File: config.mk
export PLATFORM = sky130hd
export DESIGN_NAME = tape_block_frame_parser_top
export DESIGN_NICKNAME = d
export VERILOG_FILES = /design/src/rtl/tbfp_pkg.sv /design/src/rtl/tape_block_frame_parser_top.sv
export VERILOG_INCLUDE_DIRS = /design/src /design/src/rtl
export SDC_FILE = /design/constraint.sdc
export NUM_CORES = 1
export LEC_CHECK = 0
export ABC_AREA = 1
export BUFFER_PORTS_ARGS = -buffer_cell sky130_fd_sc_hd__clkbuf_2
export CAP_MARGIN = 10
export CORE_UTILIZATION = 25
export CTS_BUF_LIST = sky130_fd_sc_hd__clkbuf_8 sky130_fd_sc_hd__clkbuf_16
export CTS_CLUSTER_SIZE = 8
export DETAILED_ROUTE_END_ITERATION = 12
export GPL_TIMING_DRIVEN = 0
export HOLD_SLACK_MARGIN = 0.03
export PLACE_DENSITY = 0.38
export SLEW_MARGIN = 20
export SYNTH_ARGS = -nofsm -noshare
export SYNTH_HDL_FRONTEND = slang
export SYNTH_SLANG_ARGS = --single-unit
File: constraint.sdc
create_clock -name clk -period 7.9 [get_ports clk]
set_input_delay 1.185 -clock clk [delete_from_list [all_inputs] [get_ports clk]]
set_output_delay 1.185 -clock clk [all_outputs]
set_load 0.01 [all_outputs]
File: src/rtl/tape_block_frame_parser_top_macros.svh
// assertion macros for the tape block frame parser
`ifndef TAPE_BLOCK_FRAME_PARSER_TOP_MACROS_SVH
`define TAPE_BLOCK_FRAME_PARSER_TOP_MACROS_SVH

// same-cycle implication, checked outside reset
`define TBFP_ASSERT_NOW(label, ante, cons, msg) \
	label: assert property (@(posedge clk) disable iff (!arst_n) (ante) |-> (cons)) \
		else $error(msg);

// next-cycle implication, checked outside reset
`define TBFP_ASSERT_NEXT(label, ante, cons, msg) \
	label: assert property (@(posedge clk) disable iff (!arst_n) (ante) |=> (cons)) \
		else $error(msg);

`endif

File: src/rtl/tbfp_pkg.sv
// types and constants of the tape block frame parser
package tbfp_pkg;

	localparam int unsigned SYNC_LENGTH  = 15;
	localparam int unsigned HEADER_BYTES = 4;

	localparam logic [15:0] LOAD_ADDR_RESET = 16'h0801;
	localparam logic [7:0]  SUBST_BYTE      = 8'h69;
	localparam logic [7:0]  BAD_CHECK_BYTE  = 8'hFF;
	localparam logic [15:0] ERR_COUNT_MAX   = 16'hFFFF;

	typedef enum logic [2:0] {
		EV_IDLE        = 3'd0,
		EV_SYNC_FAIL   = 3'd1,
		EV_HDR_REJECT  = 3'd2,
		EV_HDR_BYTE    = 3'd3,
		EV_PAYLOAD     = 3'd4,
		EV_BLOCK_DONE  = 3'd5
	} event_t;

	typedef enum logic [4:0] {
		PH_IDLE    = 5'b00001,
		PH_SYNC    = 5'b00010,
		PH_HEADER  = 5'b00100,
		PH_PAYLOAD = 5'b01000,
		PH_CHECK   = 5'b10000
	} phase_t;

	typedef struct packed {
		logic [7:0] tape_byte;
		logic       byte_error;
		logic       frame_start;
	} in_beat_t;

	typedef struct packed {
		logic [2:0]  event_res;
		logic [7:0]  payload_byte;
		logic [15:0] payload_offset;
		logic [15:0] load_address;
		logic [15:0] last_address;
		logic [7:0]  checksum_expected;
		logic [7:0]  checksum_read;
		logic        checksum_ok;
		logic [15:0] error_count;
		logic        last;
	} out_beat_t;

endpackage

File: src/rtl/tape_block_frame_parser_top.sv
// tape block frame parser: sync check, header check, payload and checksum
//
// Each accepted input beat yields exactly one result beat, registered in
// the output register. All per-byte work (sync compare, header capture and
// address check, payload substitution, checksum and error count update) is a
// single combinational pass from the input port into the state registers and
// the output register, so a new beat is taken every cycle while the output
// register is empty or being drained. The configuration port is always ready;
// write the required load address only while the parser is idle.
`include "tape_block_frame_parser_top_macros.svh"

module tape_block_frame_parser_top
	import tbfp_pkg::*;
(
	input  logic        clk,
	input  logic        arst_n,
	input  logic        in_valid,
	output logic        in_ready,
	input  in_beat_t    in_data,
	output logic        out_valid,
	input  logic        out_ready,
	output out_beat_t   out_data,
	input  logic        cfg_valid,
	output logic        cfg_ready,
	input  logic [15:0] cfg_data
);

	// state registers
	phase_t      phase_q;
	logic [3:0]  sync_idx_q;
	logic [7:0]  hdr_byte_q [3];
	logic [16:0] bytes_left_q;
	logic [15:0] byte_off_q;
	logic [7:0]  sum_q;
	logic [15:0] err_cnt_q;
	logic [15:0] hdr_load_q;
	logic [15:0] hdr_last_q;
	logic [15:0] req_load_q;

	logic        out_valid_q;
	out_beat_t   out_data_q;

	// next-state and result
	phase_t      phase_d;
	logic [3:0]  sync_idx_d;
	logic [16:0] bytes_left_d;
	logic [15:0] byte_off_d;
	logic [7:0]  sum_d;
	logic [15:0] err_cnt_d;
	logic [15:0] hdr_load_d;
	logic [15:0] hdr_last_d;
	logic        hdr_wr;
	out_beat_t   res;

	// values seen by this beat, after a frame start clears the frame
	phase_t      ph_cur;
	logic [3:0]  idx_cur;
	logic [7:0]  sum_cur;
	logic [15:0] err_cur;
	logic [7:0]  sync_want;
	logic [15:0] new_load;
	logic [15:0] new_last;
	logic        accept;

	assign accept    = in_valid && in_ready;
	assign in_ready  = !out_valid_q || out_ready;
	assign out_valid = out_valid_q;
	assign out_data  = out_data_q;
	assign cfg_ready = 1'b1;

	// effective frame state for the incoming beat
	always_comb begin
		ph_cur  = in_data.frame_start ? PH_SYNC : phase_q;
		idx_cur = in_data.frame_start ? 4'd0 : sync_idx_q;
		sum_cur = in_data.frame_start ? 8'd0 : sum_q;
		err_cur = in_data.frame_start ? 16'd0 : err_cnt_q;
	end

	assign sync_want = 8'(SYNC_LENGTH - 1) - {4'd0, idx_cur};
	assign new_load  = {hdr_byte_q[1], hdr_byte_q[0]};
	assign new_last  = {in_data.tape_byte, hdr_byte_q[2]} - 16'd1;

	// per-beat update
	always_comb begin
		phase_d      = ph_cur;
		sync_idx_d   = idx_cur;
		bytes_left_d = in_data.frame_start ? 17'd0 : bytes_left_q;
		byte_off_d   = in_data.frame_start ? 16'd0 : byte_off_q;
		sum_d        = sum_cur;
		err_cnt_d    = err_cur;
		hdr_load_d   = in_data.frame_start ? 16'd0 : hdr_load_q;
		hdr_last_d   = in_data.frame_start ? 16'd0 : hdr_last_q;
		hdr_wr       = 1'b0;
		res          = '0;
		res.event_res = EV_IDLE;

		unique case (ph_cur)
			PH_SYNC: begin
				if (in_data.byte_error || in_data.tape_byte != sync_want) begin
					res.event_res = EV_SYNC_FAIL;
					phase_d       = PH_IDLE;
				end else if (idx_cur == 4'(SYNC_LENGTH - 1)) begin
					sync_idx_d = 4'd0;
					phase_d    = PH_HEADER;
				end else begin
					sync_idx_d = idx_cur + 4'd1;
				end
			end
			PH_HEADER: begin
				if (in_data.byte_error) begin
					res.event_res = EV_HDR_REJECT;
					phase_d       = PH_IDLE;
				end else if (idx_cur[1:0] != 2'(HEADER_BYTES - 1)) begin
					hdr_wr        = 1'b1;
					sync_idx_d    = idx_cur + 4'd1;
					res.event_res = EV_HDR_BYTE;
				end else begin
					sync_idx_d       = 4'd0;
					hdr_load_d       = new_load;
					hdr_last_d       = new_last;
					res.load_address = new_load;
					res.last_address = new_last;
					if (new_last < new_load || new_load != req_load_q) begin
						res.event_res = EV_HDR_REJECT;
						phase_d       = PH_IDLE;
					end else begin
						res.event_res = EV_HDR_BYTE;
						bytes_left_d  = {1'b0, new_last} - {1'b0, new_load} + 17'd1;
						byte_off_d    = 16'd0;
						phase_d       = PH_PAYLOAD;
					end
				end
			end
			PH_PAYLOAD: begin
				res.event_res = EV_PAYLOAD;
				if (in_data.byte_error) begin
					res.payload_byte = SUBST_BYTE;
					if (err_cur != ERR_COUNT_MAX) begin
						err_cnt_d = err_cur + 16'd1;
					end
				end else begin
					res.payload_byte = in_data.tape_byte;
					sum_d            = sum_cur + in_data.tape_byte + 8'd1;
				end
				res.payload_offset = byte_off_q;
				byte_off_d         = byte_off_q + 16'd1;
				bytes_left_d       = bytes_left_q - 17'd1;
				if (bytes_left_q == 17'd1) begin
					phase_d = PH_CHECK;
				end
				res.load_address      = hdr_load_q;
				res.last_address      = hdr_last_q;
				res.checksum_expected = sum_d;
				res.error_count       = err_cnt_d;
			end
			PH_CHECK: begin
				res.event_res         = EV_BLOCK_DONE;
				res.load_address      = hdr_load_q;
				res.last_address      = hdr_last_q;
				res.checksum_expected = sum_cur;
				res.error_count       = err_cur;
				res.checksum_read     = in_data.byte_error ? BAD_CHECK_BYTE
				                                            : in_data.tape_byte;
				res.checksum_ok       = !in_data.byte_error &&
				                        in_data.tape_byte == sum_cur;
				res.last              = 1'b1;
				phase_d               = PH_IDLE;
			end
			default: begin
				phase_d = PH_IDLE;
			end
		endcase
	end

	// control and frame state
	always_ff @(posedge clk or negedge arst_n) begin
		if (!arst_n) begin
			phase_q      <= PH_IDLE;
			sync_idx_q   <= 4'd0;
			bytes_left_q <= 17'd0;
			byte_off_q   <= 16'd0;
			sum_q        <= 8'd0;
			err_cnt_q    <= 16'd0;
			hdr_load_q   <= 16'd0;
			hdr_last_q   <= 16'd0;
		end else if (accept) begin
			phase_q      <= phase_d;
			sync_idx_q   <= sync_idx_d;
			bytes_left_q <= bytes_left_d;
			byte_off_q   <= byte_off_d;
			sum_q        <= sum_d;
			err_cnt_q    <= err_cnt_d;
			hdr_load_q   <= hdr_load_d;
			hdr_last_q   <= hdr_last_d;
		end
	end

	// header bytes, last one is used straight from the input
	always_ff @(posedge clk) begin
		if (accept && hdr_wr) begin
			hdr_byte_q[idx_cur[1:0]] <= in_data.tape_byte;
		end
	end

	// configuration register
	always_ff @(posedge clk or negedge arst_n) begin
		if (!arst_n) begin
			req_load_q <= LOAD_ADDR_RESET;
		end else if (cfg_valid && cfg_ready) begin
			req_load_q <= cfg_data;
		end
	end

	// output register valid
	always_ff @(posedge clk or negedge arst_n) begin
		if (!arst_n) begin
			out_valid_q <= 1'b0;
		end else if (accept) begin
			out_valid_q <= 1'b1;
		end else if (out_ready) begin
			out_valid_q <= 1'b0;
		end
	end

	// output register payload
	always_ff @(posedge clk) begin
		if (accept) begin
			out_data_q <= res;
		end
	end

	// checks
	`TBFP_ASSERT_NEXT(a_one_result, accept, out_valid_q, "accepted beat gave no result")
	`TBFP_ASSERT_NOW(a_last_done, out_valid_q, out_data_q.last == (out_data_q.event_res == EV_BLOCK_DONE), "last flag disagrees with event")
	`TBFP_ASSERT_NOW(a_payload_left, phase_q == PH_PAYLOAD, bytes_left_q != 17'd0, "payload phase with no bytes left")

endmodule
Yosys cells after proc, flatten, opt, wreduce, memory -nomap -nowiden
Memories as Yosys holds them, arrays and structs flattened.
Index checks and enable logic that the tools add are counted.
{"block": "word_totals", "regBits": 208, "ramBits": 24, "inputBits": 31, "output_inout_bits": 96, "wordCells": 115, "n_memories": 1}
{"block": "op_classes", "addsub": 10, "magnitude_cmp": 1, "eq_ne": 11, "mux": 59, "n_bitwise": 1, "reduce_logical": 11}
{"memory": "hdr_byte_q", "depth": 3, "word_bits": 8, "read_ports": 3, "rd_clocked_by_memory_dff": 0, "wr": 1, "line": "tape_block_frame_parser_top.sv:31", "rtl": "logic [7:0] hdr_byte_q [3];"}
{"op": "two-way mux 16 bit", "n": 16}
{"op": "two-way mux 17 bit", "n": 4}
{"op": "two-way mux 32 bit", "n": 2}
{"op": "one-hot mux 16 bit (2 select lines)", "n": 2}
{"op": "one-hot mux 32 bit (2 select lines)", "n": 1}
{"op": "one-hot mux 17 bit (2 select lines)", "n": 1}
{"op": "adder 16 x 1 -> 16 bit (second input constant)", "n": 2}
{"op": "two-way mux 8 bit", "n": 4}
{"op": "two-way mux 5 bit", "n": 6}
{"op": "two-way mux 4 bit", "n": 6}
{"op": "adder 17 x 1 -> 17 bit (second input constant)", "n": 1}
{"op": "equality test 17 x 1 -> 1 bit (second input constant)", "n": 1}
{"op": "subtractor 16 x 16 -> 17 bit", "n": 1}
{"op": "subtractor 17 x 1 -> 17 bit (second input constant)", "n": 1}
{"op": "< comparator 16 bit", "n": 1}
{"op": "inequality test 16 bit", "n": 1}
{"op": "inequality test 16 bit (second input constant)", "n": 1}
{"op": "one-hot mux 8 bit (2 select lines)", "n": 1}
{"op": "subtractor 16 x 1 -> 16 bit (second input constant)", "n": 1}
{"op": "one-hot mux 5 bit (3 select lines)", "n": 1}
{"op": "one-hot mux 3 bit (4 select lines)", "n": 1}
{"op": "two-way mux 1 bit", "n": 10}
{"op": "adder 8 x 1 -> 8 bit (second input constant)", "n": 1}
{"op": "adder 8 bit", "n": 1}
{"op": "other kinds (19)", "n": 26}

Longest topological paths before layout
Gate-level depths: netlist of the first run.
{"block": "logic_depth", "ltp_word": 8, "depth_mapped": 25, "mapped_depth_nobuf": 25}

Worst setup path before layout of the first run
No wires, ideal clock.
{"block": "synth_timing", "path_kind": "input to register", "start": "in out_ready", "end": "reg phase_q[2]", "setup_ns": 0.081, "t_arrival_ns": 4.982, "required_ns": 7.819, "setup_slack_ns": 2.838, "path_stages": 8, "n_path_buf": 2, "cell_sequence": "inv_1 nand2_1 nand2_1 inv_1 clkbuf_1 buf_1 o21ai_0 nand2_1"}
{"block": "synth_between", "elab_chain_len": 2}
{"element": "start: declaration", "line": "tape_block_frame_parser_top.sv:21", "rtl": "input logic out_ready,"}
{"element": "logical OR 1 bit", "line": "tape_block_frame_parser_top.sv:66", "rtl": "assign in_ready = !out_valid_q || out_ready;"}
{"element": "via in_ready", "line": "tape_block_frame_parser_top.sv:18", "rtl": "output logic in_ready,"}
{"element": "logical AND 1 bit", "line": "tape_block_frame_parser_top.sv:65", "rtl": "assign accept = in_valid && in_ready;"}
{"element": "via accept", "line": "tape_block_frame_parser_top.sv:63", "rtl": "logic accept;"}
{"element": "end signal: assignment", "line": "tape_block_frame_parser_top.sv:187", "rtl": "phase_q <= phase_d;"}
{"element": "end: declaration", "line": "tape_block_frame_parser_top.sv:29", "rtl": "phase_t phase_q;"}
The timed path passes the listed nets, and every way through them passes these cells.
A chain may end at the register's enable or synchronous reset.

==> results of run 1 <==
## cells by family after synthesis
kind of cell	count (synthesis)	synth area share, %
simple gates	630	20.53
other cells	1	0.02798
buf+inv	287	8.635
compound gates	298	12.41
flops	232	47.71
mux	13	1.092
xor+xnor	54	3.585
fa+ha+maj	59	6.012
## metrics by stage
step | setup TNS, ns | utilization (%) | power (mW) | hold slack [ns] | instance area [sq um]
after floorplan | 0 | - | 1.678 | 0.4488 | 13400
after global placement | -0.3209 | 28.19 | 1.838 | 0.4662 | 14870
after detailed placement | 0 | 28.38 | 1.840 | 0.4685 | 14970
after CTS | 0 | 30.35 | 3.290 | 0.4786 | 16020
after global routing | 0 | 30.35 | 3.380 | 0.5302 | 16020
final | 0 | 30.35 | 3.234 | 0.4827 | 16020
## registers in the layout, indices dropped and copies added (netlist names)
signal        cells
hdr_last_q       16
out_data         93
byte_off_q       16
hdr_load_q       16
sync_idx_q        4
phase_q           5
err_cnt_q        16
bytes_left_q     17
hdr_byte_q       24
req_load_q       16
sum_q             8
out_valid         1
## power by group
group	internal [mW]	switching [mW]	total [mW]	leakage, nW
Clock	0.853	0.567	1.42	0.598
Sequential	1.35	0.0485	1.39	2.62
Combinational	0.138	0.282	0.419	3.87
Total	2.34	0.897	3.23	7.09
## critical path, delay by kind of cell (launching register included)
family,cells,cell delay (ns)
xor+xnor,1,0.47
fa+ha+maj,3,0.84
flops,1,0.43
simple gates,13,2.04
buf+inv,3,0.39
compound gates,2,0.23
## cell usage in the layout, fill, tap and decap left out, drive strengths merged, types with 12 or more instances in the layout
| cell type | count |
|---|---|
| a22oi | 15 |
| mux2 | 13 |
| a21oi | 97 |
| o21ai | 119 |
| xnor2 | 18 |
| edfxtp | 117 |
| xor2 | 36 |
| dfrtp | 112 |
| o211ai | 12 |
| nor2 | 162 |
| inv | 251 |
| clkbuf | 186 |
| o22ai | 39 |
| ha | 50 |
| nand4 | 17 |
| buf | 36 |
| nand2 | 316 |
| nor3 | 27 |
| nand3 | 91 |
## worst paths after layout
kind / from / to / slack (ns)
hold / removal: err_cnt_q[13] / err_cnt_q[13] / 0.48
hold reg to reg: err_cnt_q[13] / err_cnt_q[13] / 0.48
setup reg to reg: hdr_byte_q[2][0] / bytes_left_q[1] / 3.37
min in group asynchronous: arst_n / hdr_load_q[11] / 0.59
max in group asynchronous: arst_n / byte_off_q[8] / 6.53
setup / recovery: hdr_byte_q[2][0] / bytes_left_q[1] / 3.37
## routing by layer
metal	wire length [microns]	global-route usage, %
met5	0	0
met3	1661	2.466
met1	21620	23.08
met4	1012	4.890
met2	20890	26.95
## layout make-up
cell class / count / area share [%]
Multi-Input combinational cell: 1055 / 36.53
Inverter: 230 / 5.437
Tap cell: 688 / 5.375
Buffer: 57 / 1.797
Clock inverter: 24 / 0.5625
Clock buffer: 39 / 5.953
Timing Repair Buffer: 126 / 4.414
Sequential cell: 232 / 39.93
==> Flow_metrics.wiki, run 1 <==
{| class="wikitable"
! Metric !! Value
|-
| Result of the run || finished with violations
|-
| Violations in the final reports || DRC
|-
| Slowest cell on crit path || sky130_fd_sc_hd__xor2_1
|-
| Per-instance average area after synthesis || 8.515 sq um
|-
| Syn_nets || around 1.7k
|-
| H-tree lvl count || 2
|-
| Root Driver || sky130_fd_sc_hd__clkbuf_16
|-
| First-pass GRT wire length || ~69 mm
|-
| Maximum clock frequency || 220.7 MHz
|-
| Cell seen most often among critical-path stages || sky130_fd_sc_hd__nand2_1
|-
| Routability cong. || 0.8437
|-
| Detailed Route Iter0 Violations || a little under 700
|-
| Fraction of the yosys area taken by sequential cells || 47.71%
|-
| Maximum clock path buffer count || 3
|-
| Leakage || between 7 and 8 nW
|-
| Number of clock sinks || roughly 230
|-
| Critical path startpoint category || register
|-
| Cell type with the largest total area after synthesis || sky130_fd_sc_hd__edfxtp_1
|-
| Pin count of the biggest net entering global routing || 70
|-
| Share of flip-flops with an asynchronous set or reset after synthesis || 49.57%
|-
| Data required time of the critical path || roughly 8.3 ns
|-
| FILL cells || 5706
|-
| Chip height || 233.5 microns
|-
| Cell-by-cell listing of the critical path || inv_1 > ha_1 > nand2_1 > nor2_1 > nand3_1 > nor3_1 > nand2_1 > xor2_1 > ha_1 > inv_1 > fa_1 > o21ai_0 > a21oi_1 > nand2_1 > nand3_2 > nand2_1 > nand2_1 > nand2_1 > nand2_2 > buf_6 > nand2_1 > nand3_1
|-
| PnR worst setup slack || between 3 and 4 ns
|-
| Share of Yosys cell area claimed by the top area cell type || 26.21%
|-
| Final hold viol count || 0
|-
| Post-CTS setup buffer count || 0
|-
| Maximum single-stage delay on the critical path || 0.47 ns
|-
| Synthesis-stage register bit count || approximately 230
|-
| Number of vias in the routed layout || 11.32k
|-
| Worst R2R Path Depth || 22
|-
| Horizontal die dimension || 233.5 microns
|-
| Setup repair after global routing missed its margin || false
|-
| Worst slew pin tran || 0.9047 ns
|-
| Hold bufs inserted after CTS || 0
|-
| CTS tree || built
|-
| Clock-pin slew of the registers on the worst-case setup and hold paths || about 0.060 ns
|-
| Overall routing resource usage || 16.74%
|-
| Final clock period utilization by the worst path || 57.35%
|-
| Yosys cell types || 56
|-
| Count of antenna-violating nets left after detailed routing || 0
|-
| Maxcap violations || 0
|-
| Setup slack at placement || 2.896 ns
|-
| Slew Limit Headroom || approximately 40%
|-
| Row cnt || between 80 and 90
|-
| Endpoint class of the critical path || register
|-
| Area enclosed by the die boundary || around 0.055 sq mm
|-
| Non-filler instance count after layout || 2451
|-
| Sequential cell area || 0.006395 sq mm
|-
| Path type of the worst setup path || register to register
|-
| Biggest area contributors in the synthesized netlist || sky130_fd_sc_hd__edfxtp_1 26%, sky130_fd_sc_hd__dfrtp_1 21%, sky130_fd_sc_hd__nand2_1 8.6%
|-
| Total length of routed wires || between 40 and 50 mm
|-
| Worst IR Drop VDD || 0.1177 mV
|-
| Finish-stage setup viols || 0
|-
| Number of top-level pins || 127
|-
| Count of flip-flops with a built-in enable after synthesis || 117
|-
| Drt wl/cell || 18.43 microns
|-
| Via count of the first global-routing pass || 11.32k
|-
| Placeable core region || 0.05276 sq mm
|-
| Multi-input logic area || 0.005851 sq mm
|-
| Count of port buffers added during placement || approximately 120
|-
| Post-route minimum period || ~4.5 ns
|-
| Antenna cell count || 0
|-
| Total standard cell area after synthesis || 0.01340 sq mm
|-
| Fraction of final layout cells sized beyond drive strength 1 || 14.46%
|-
| Post-placement cell count || 2388
|-
| Dominant synthesized flop cell || sky130_fd_sc_hd__edfxtp_1
|-
| Area added between synthesis and finish || 19.49%
|-
| Router iterations before antenna repair || 11
|-
| Final number of max-transition violations || 0
|-
| Antenna violations before repair || 0
|-
| Number of gates resized after cts || 0
|-
| Layout Nets || 1827
|-
| Most used standard cells in the synthesized netlist || 308 x sky130_fd_sc_hd__nand2_1, 219 x sky130_fd_sc_hd__inv_1, 153 x sky130_fd_sc_hd__nor2_1, 117 x sky130_fd_sc_hd__edfxtp_1, 112 x sky130_fd_sc_hd__dfrtp_1
|-
| CP Max Fanout || 10
|-
| Power density over the cells || 201.9 mW/mm^2
|-
| Effective utilization at floorplan || 25.40%
|-
| Most repeated cell in the gate-level netlist after synthesis || sky130_fd_sc_hd__nand2_1
|-
| HPWL after detailed placement || 33.25 mm
|-
| Instance count of the mapped netlist || roughly 1.6k
|-
| Number of remaining DRC errors || 4
|-
| Setup Skew || about 0.013 ns
|-
| Number of buffers added by the clock tree synthesis step || 35
|-
| Tightest Hold Check Type || register to register
|-
| Total gr overflow || 0
|-
| Hold Crit Depth || 2
|-
| Clock latency at the later pin of the worst-skew pair || 0.53 ns
|-
| Detail-routed via count per cell || between 4 and 5
|-
| Number of warning messages in the yosys log || 0
|-
| Endpoint arrival time on the critical path || 4.93 ns
|}
(Power assumes the default switching activity.)
==> run 2, diff against run 1 <==
Settings changed: PLACE_DENSITY 0.38 to 0.4.
Clock period 7.9 ns to 4.1 ns, I/O delays scaled along.
==> run 2 against run 1 <==
- the flow still finishes with violations (DRC)
- flip-flop and latch count unchanged
- sequential share of layout area is 0.21 points lower
- cell area increased by 0.52%
- clock power is 91% higher
- via count up 0.95%
- total power increased by 92%
- first-iteration DRC count increased by 2.7%
- critical path depth stayed put
- combinational power up 93%
- sequential power is 94% higher
- critical path type unchanged
==> Flow_metrics.wiki, run 2 (same netlist as run 1, synthesis figures left out) <==
{| class="wikitable"
! Metric !! Value
|-
| Reg power frac || 43.4% (was 43.1%)
|-
| Result of the run || finished with violations (unchanged)
|-
| Crit path launch || hdr_byte_q[2][0] (unchanged)
|-
| Flip-flop count of the largest register, all copies and words added || 93 (unchanged)
|-
| Sequential cell area || 0.006395 sq mm (unchanged)
|-
| CP Max Fanout || 4 (was 10)
|-
| Clock-pin slew of the registers on the worst-case setup and hold paths || 0.06 ns (about the same)
|-
| Multi-input logic area || 0.005952 sq mm (was 0.005851 sq mm)
|-
| Via count of the first global-routing pass || 11.43k (was 11.32k)
|-
| Cell-by-cell listing of the critical path || inv_1 > ha_1 > nand2_1 > nor2_4 > nand3_2 > nor3_4 > buf_4 > xor2_4 > ha_1 > inv_1 > fa_2 > inv_1 > a21oi_2 > nand2_1 > a21oi_1 > nand3_1 > nand2_1 > inv_1 > nand2_1 > nand3_1 > nand2_1 > a21oi_1 (was inv_1 > ha_1 > nand2_1 > nor2_1 > nand3_1 > nor3_1 > nand2_1 > xor2_1 > ha_1 > inv_1 > fa_1 > o21ai_0 > a21oi_1 > nand2_1 > nand3_2 > nand2_1 > nand2_1 > nand2_1 > nand2_2 > buf_6 > nand2_1 > nand3_1)
|-
| Layout Nets || 1827 (unchanged)
|-
| Final number of max-transition violations || 0 (unchanged)
|-
| R2R setup slack || 0.33 ns (was 3.37 ns)
|-
| Proportion of power drawn by the clock network || 43.6% (was 43.9%)
|-
| PnR worst setup slack || 0.3290 ns (was 3.369 ns)
|-
| Detailed Route Iter0 Violations || 694 (was 676)
|-
| Horizontal die dimension || 233.5 microns (unchanged)
|-
| Count of port buffers added during placement || 122 (unchanged)
|-
| Path type of the worst setup path || register to register (unchanged)
|-
| Number of vias in the routed layout || 11.43k (was 11.32k)
|-
| H-tree lvl count || 2 (unchanged)
|-
| Critical path startpoint category || register (unchanged)
|-
| Maximum single-stage delay on the critical path || 0.59 ns (was 0.47 ns)
|-
| Routability cong. || 0.8450 (was 0.8437)
|-
| Maximum clock path buffer count || 3 (unchanged)
|-
| Total power draw || 6.202 mW (was 3.234 mW)
|-
| Sum of negative setup slack || 0 ns (unchanged)
|-
| Number of top-level pins || 127 (unchanged)
|-
| Area enclosed by the die boundary || 0.05454 sq mm (unchanged)
|-
| Switching part of the total || 27.70% (was 27.74%)
|-
| Maximum clock frequency || 265.2 MHz (was 220.7 MHz)
|-
| Slew Limit Headroom || 38.82% (was 39.68%)
|-
| Beginning of the worst hold path || cfg_data[3] (was err_cnt_q[13])
|-
| Tightest Hold Check Type || primary input to register (was register to register)
|-
| Overall routing resource usage || 16.76% (was 16.74%)
|-
| Share of the core filled with cells || 30.51% (was 30.35%)
|-
| Maxcap violations || 0 (unchanged)
|-
| Effective utilization at floorplan || 25.40% (unchanged)
|-
| Placeable core region || 0.05276 sq mm (unchanged)
|-
| Leakage || 7.097 nW (was 7.088 nW)
|-
| Layout Cell Area excl Fill || 0.01610 sq mm (was 0.01602 sq mm)
|-
| Violations in the final reports || DRC (unchanged)
|-
| Number of remaining DRC errors || 6 (was 4)
|-
| Hold endpoint || req_load_q[3] (was err_cnt_q[13])
|-
| Antenna violations before repair || 0 (unchanged)
|-
| Data required time of the critical path || 4.52 ns (was 8.30 ns)
|-
| Slowest cell on crit path || sky130_fd_sc_hd__fa_2 (was sky130_fd_sc_hd__xor2_1)
|-
| Endpoint arrival time on the critical path || 4.20 ns (was 4.93 ns)
|-
| Finish-stage setup viols || 0 (unchanged)
|-
| Final hold viol count || 0 (unchanged)
|-
| Worst IR Drop VDD || 0.2030 mV (was 0.1177 mV)
|-
| Router iterations before antenna repair || 10 (was 11)
|-
| Post-route minimum period || 3.771 ns (was 4.531 ns)
|-
| Post-placement cell area || 0.01495 sq mm (was 0.01497 sq mm)
|-
| Critical register-to-register path endpoint || bytes_left_q[16] (was bytes_left_q[1])
|-
| CTS tree || built (unchanged)
|-
| Total length of routed wires || 45.01 mm (was 45.18 mm)
|-
| Worst slew pin tran || 0.9177 ns (was 0.9047 ns)
|-
| Worst R2R Path Depth || 22 (unchanged)
|-
| Total gr overflow || 0 (unchanged)
|-
| Setup Skew || 0.01700 ns (was 0.01324 ns)
|-
| Number of clock sinks || 232 (unchanged)
|-
| Chip height || 233.5 microns (unchanged)
|-
| First-pass GRT wire length || 69.12 mm (was 68.72 mm)
|-
| Detail-routed via count per cell || 4.662 (was 4.618)
|-
| Fraction of final layout cells sized beyond drive strength 1 || 15.09% (was 14.46%)
|-
| Most common library cell in the layout ignoring fill and taps || sky130_fd_sc_hd__nand2_1 (unchanged)
|-
| Drt wl/cell || 18.36 microns (was 18.43 microns)
|-
| Setup slack at placement || -0.2318 ns (was 2.896 ns)
|-
| Comb pwr share || 13.0% (about the same)
|-
| Antenna cell count || 0 (unchanged)
|-
| Pin count of the biggest net entering global routing || 69 (was 70)
|-
| Final clock period utilization by the worst path || 91.98% (was 57.35%)
|-
| Internal power || 4.485 mW (was 2.337 mW)
|-
| Net switching component of the power || 1.718 mW (was 0.8971 mW)
|-
| Hold Crit Depth || 2 (unchanged)
|-
| Row cnt || 84 (unchanged)
|-
| Cell seen most often among critical-path stages || sky130_fd_sc_hd__nand2_1 (unchanged)
|-
| Power density over the cells || 385.3 mW/mm^2 (was 201.9 mW/mm^2)
|-
| Area added between synthesis and finish || 20.12% (was 19.49%)
|-
| FILL cells || 5666 (was 5706)
|-
| Number of buffers added by the clock tree synthesis step || 35 (unchanged)
|-
| Root Driver || sky130_fd_sc_hd__clkbuf_16 (unchanged)
|-
| Clock latency at the later pin of the worst-skew pair || 0.54 ns (was 0.53 ns)
|-
| Startpoint of the most critical register-to-register path || hdr_byte_q[2][0] (unchanged)
|-
| Commonest cells after routing, fill and taps aside || 306 x sky130_fd_sc_hd__nand2_1, 243 x sky130_fd_sc_hd__inv_1, 152 x sky130_fd_sc_hd__nor2_1 (was 308 x sky130_fd_sc_hd__nand2_1, 243 x sky130_fd_sc_hd__inv_1, 153 x sky130_fd_sc_hd__nor2_1)
|-
| HPWL after detailed placement || 32.81 mm (was 33.25 mm)
|-
| Endpoint class of the critical path || register (unchanged)
|-
| Count of antenna-violating nets left after detailed routing || 0 (unchanged)
|}
-- run 2: repair_timing --
item | 4_1_cts | 5_1_grt
pin swaps | 0 | 1
hold endpoints to repair | 1 | 0
setup endpoints to repair | 30 | 29
resized for setup | 2 | 15
setup buffers | 0 | 1
hold buffers | 1 | 0
-- run 2: metal layers --
layer  global-route usage, %  wire [microns]  vias up
li1                        -               -     5552
met1                   23.01           20970     5554
met2                   27.16           21180      252
met3                   2.466            1808       68
met4                   4.809            1058        0
met5                       0               0        -
-- run 2: how the worst max path moves through the flow --
stage                       endpoint  slack [ns]
floorplan                 phase_q[2]       0.005
global placement          phase_q[2]       -2.69
detailed placement   bytes_left_q[1]       -0.23
CTS                  bytes_left_q[1]        0.06
global route        bytes_left_q[16]      -0.006
finish              bytes_left_q[16]        0.33
-- run 2: cell type report --
type / count / share of cell area (%)
repair buffers: 126 / 4.298
clock inverters: 25 / 0.5907
plain buffers: 57 / 1.826
flip-flops and latches: 232 / 39.72
well taps: 688 / 5.347
clock buffers: 38 / 5.837
inverters: 230 / 5.409
multi-input cells: 1055 / 36.97
-- run 2: power groups by stage --
| stage | combinational, mW | clock, mW | sequential, mW |
|---|---|---|---|
| 2_1_floorplan | 0.497 | 0 | 2.74 |
| 3_3_place_gp | 0.791 | 0 | 2.74 |
| 3_5_place_dp | 0.808 | 0 | 2.73 |
| 4_1_cts | 0.812 | 2.80 | 2.69 |
| 5_1_grt | 0.912 | 2.89 | 2.71 |
| 6_report | 0.808 | 2.71 | 2.69 |
-- run 2: through the flow --
stage	instances	hold slack [ns]
2_1_floorplan	1574	0.3194
6_report	2451	0.3204
3_5_place_dp	2386	0.4776
4_1_cts	2450	0.2928
5_1_grt	2451	0.3078
3_3_place_gp	2384	0.4656
-- run 2: critical path: cells and delay by family (launching register included) --
kind / cells / cell delay, ns
AO/OA/AOI/OAI: 3 / 0.40
adder cells (fa/ha/maj): 3 / 1.00
XOR/XNOR: 1 / 0.20
buffers and inverters: 5 / 0.51
AND/OR/NAND/NOR: 10 / 1.14
flip-flops: 1 / 0.41
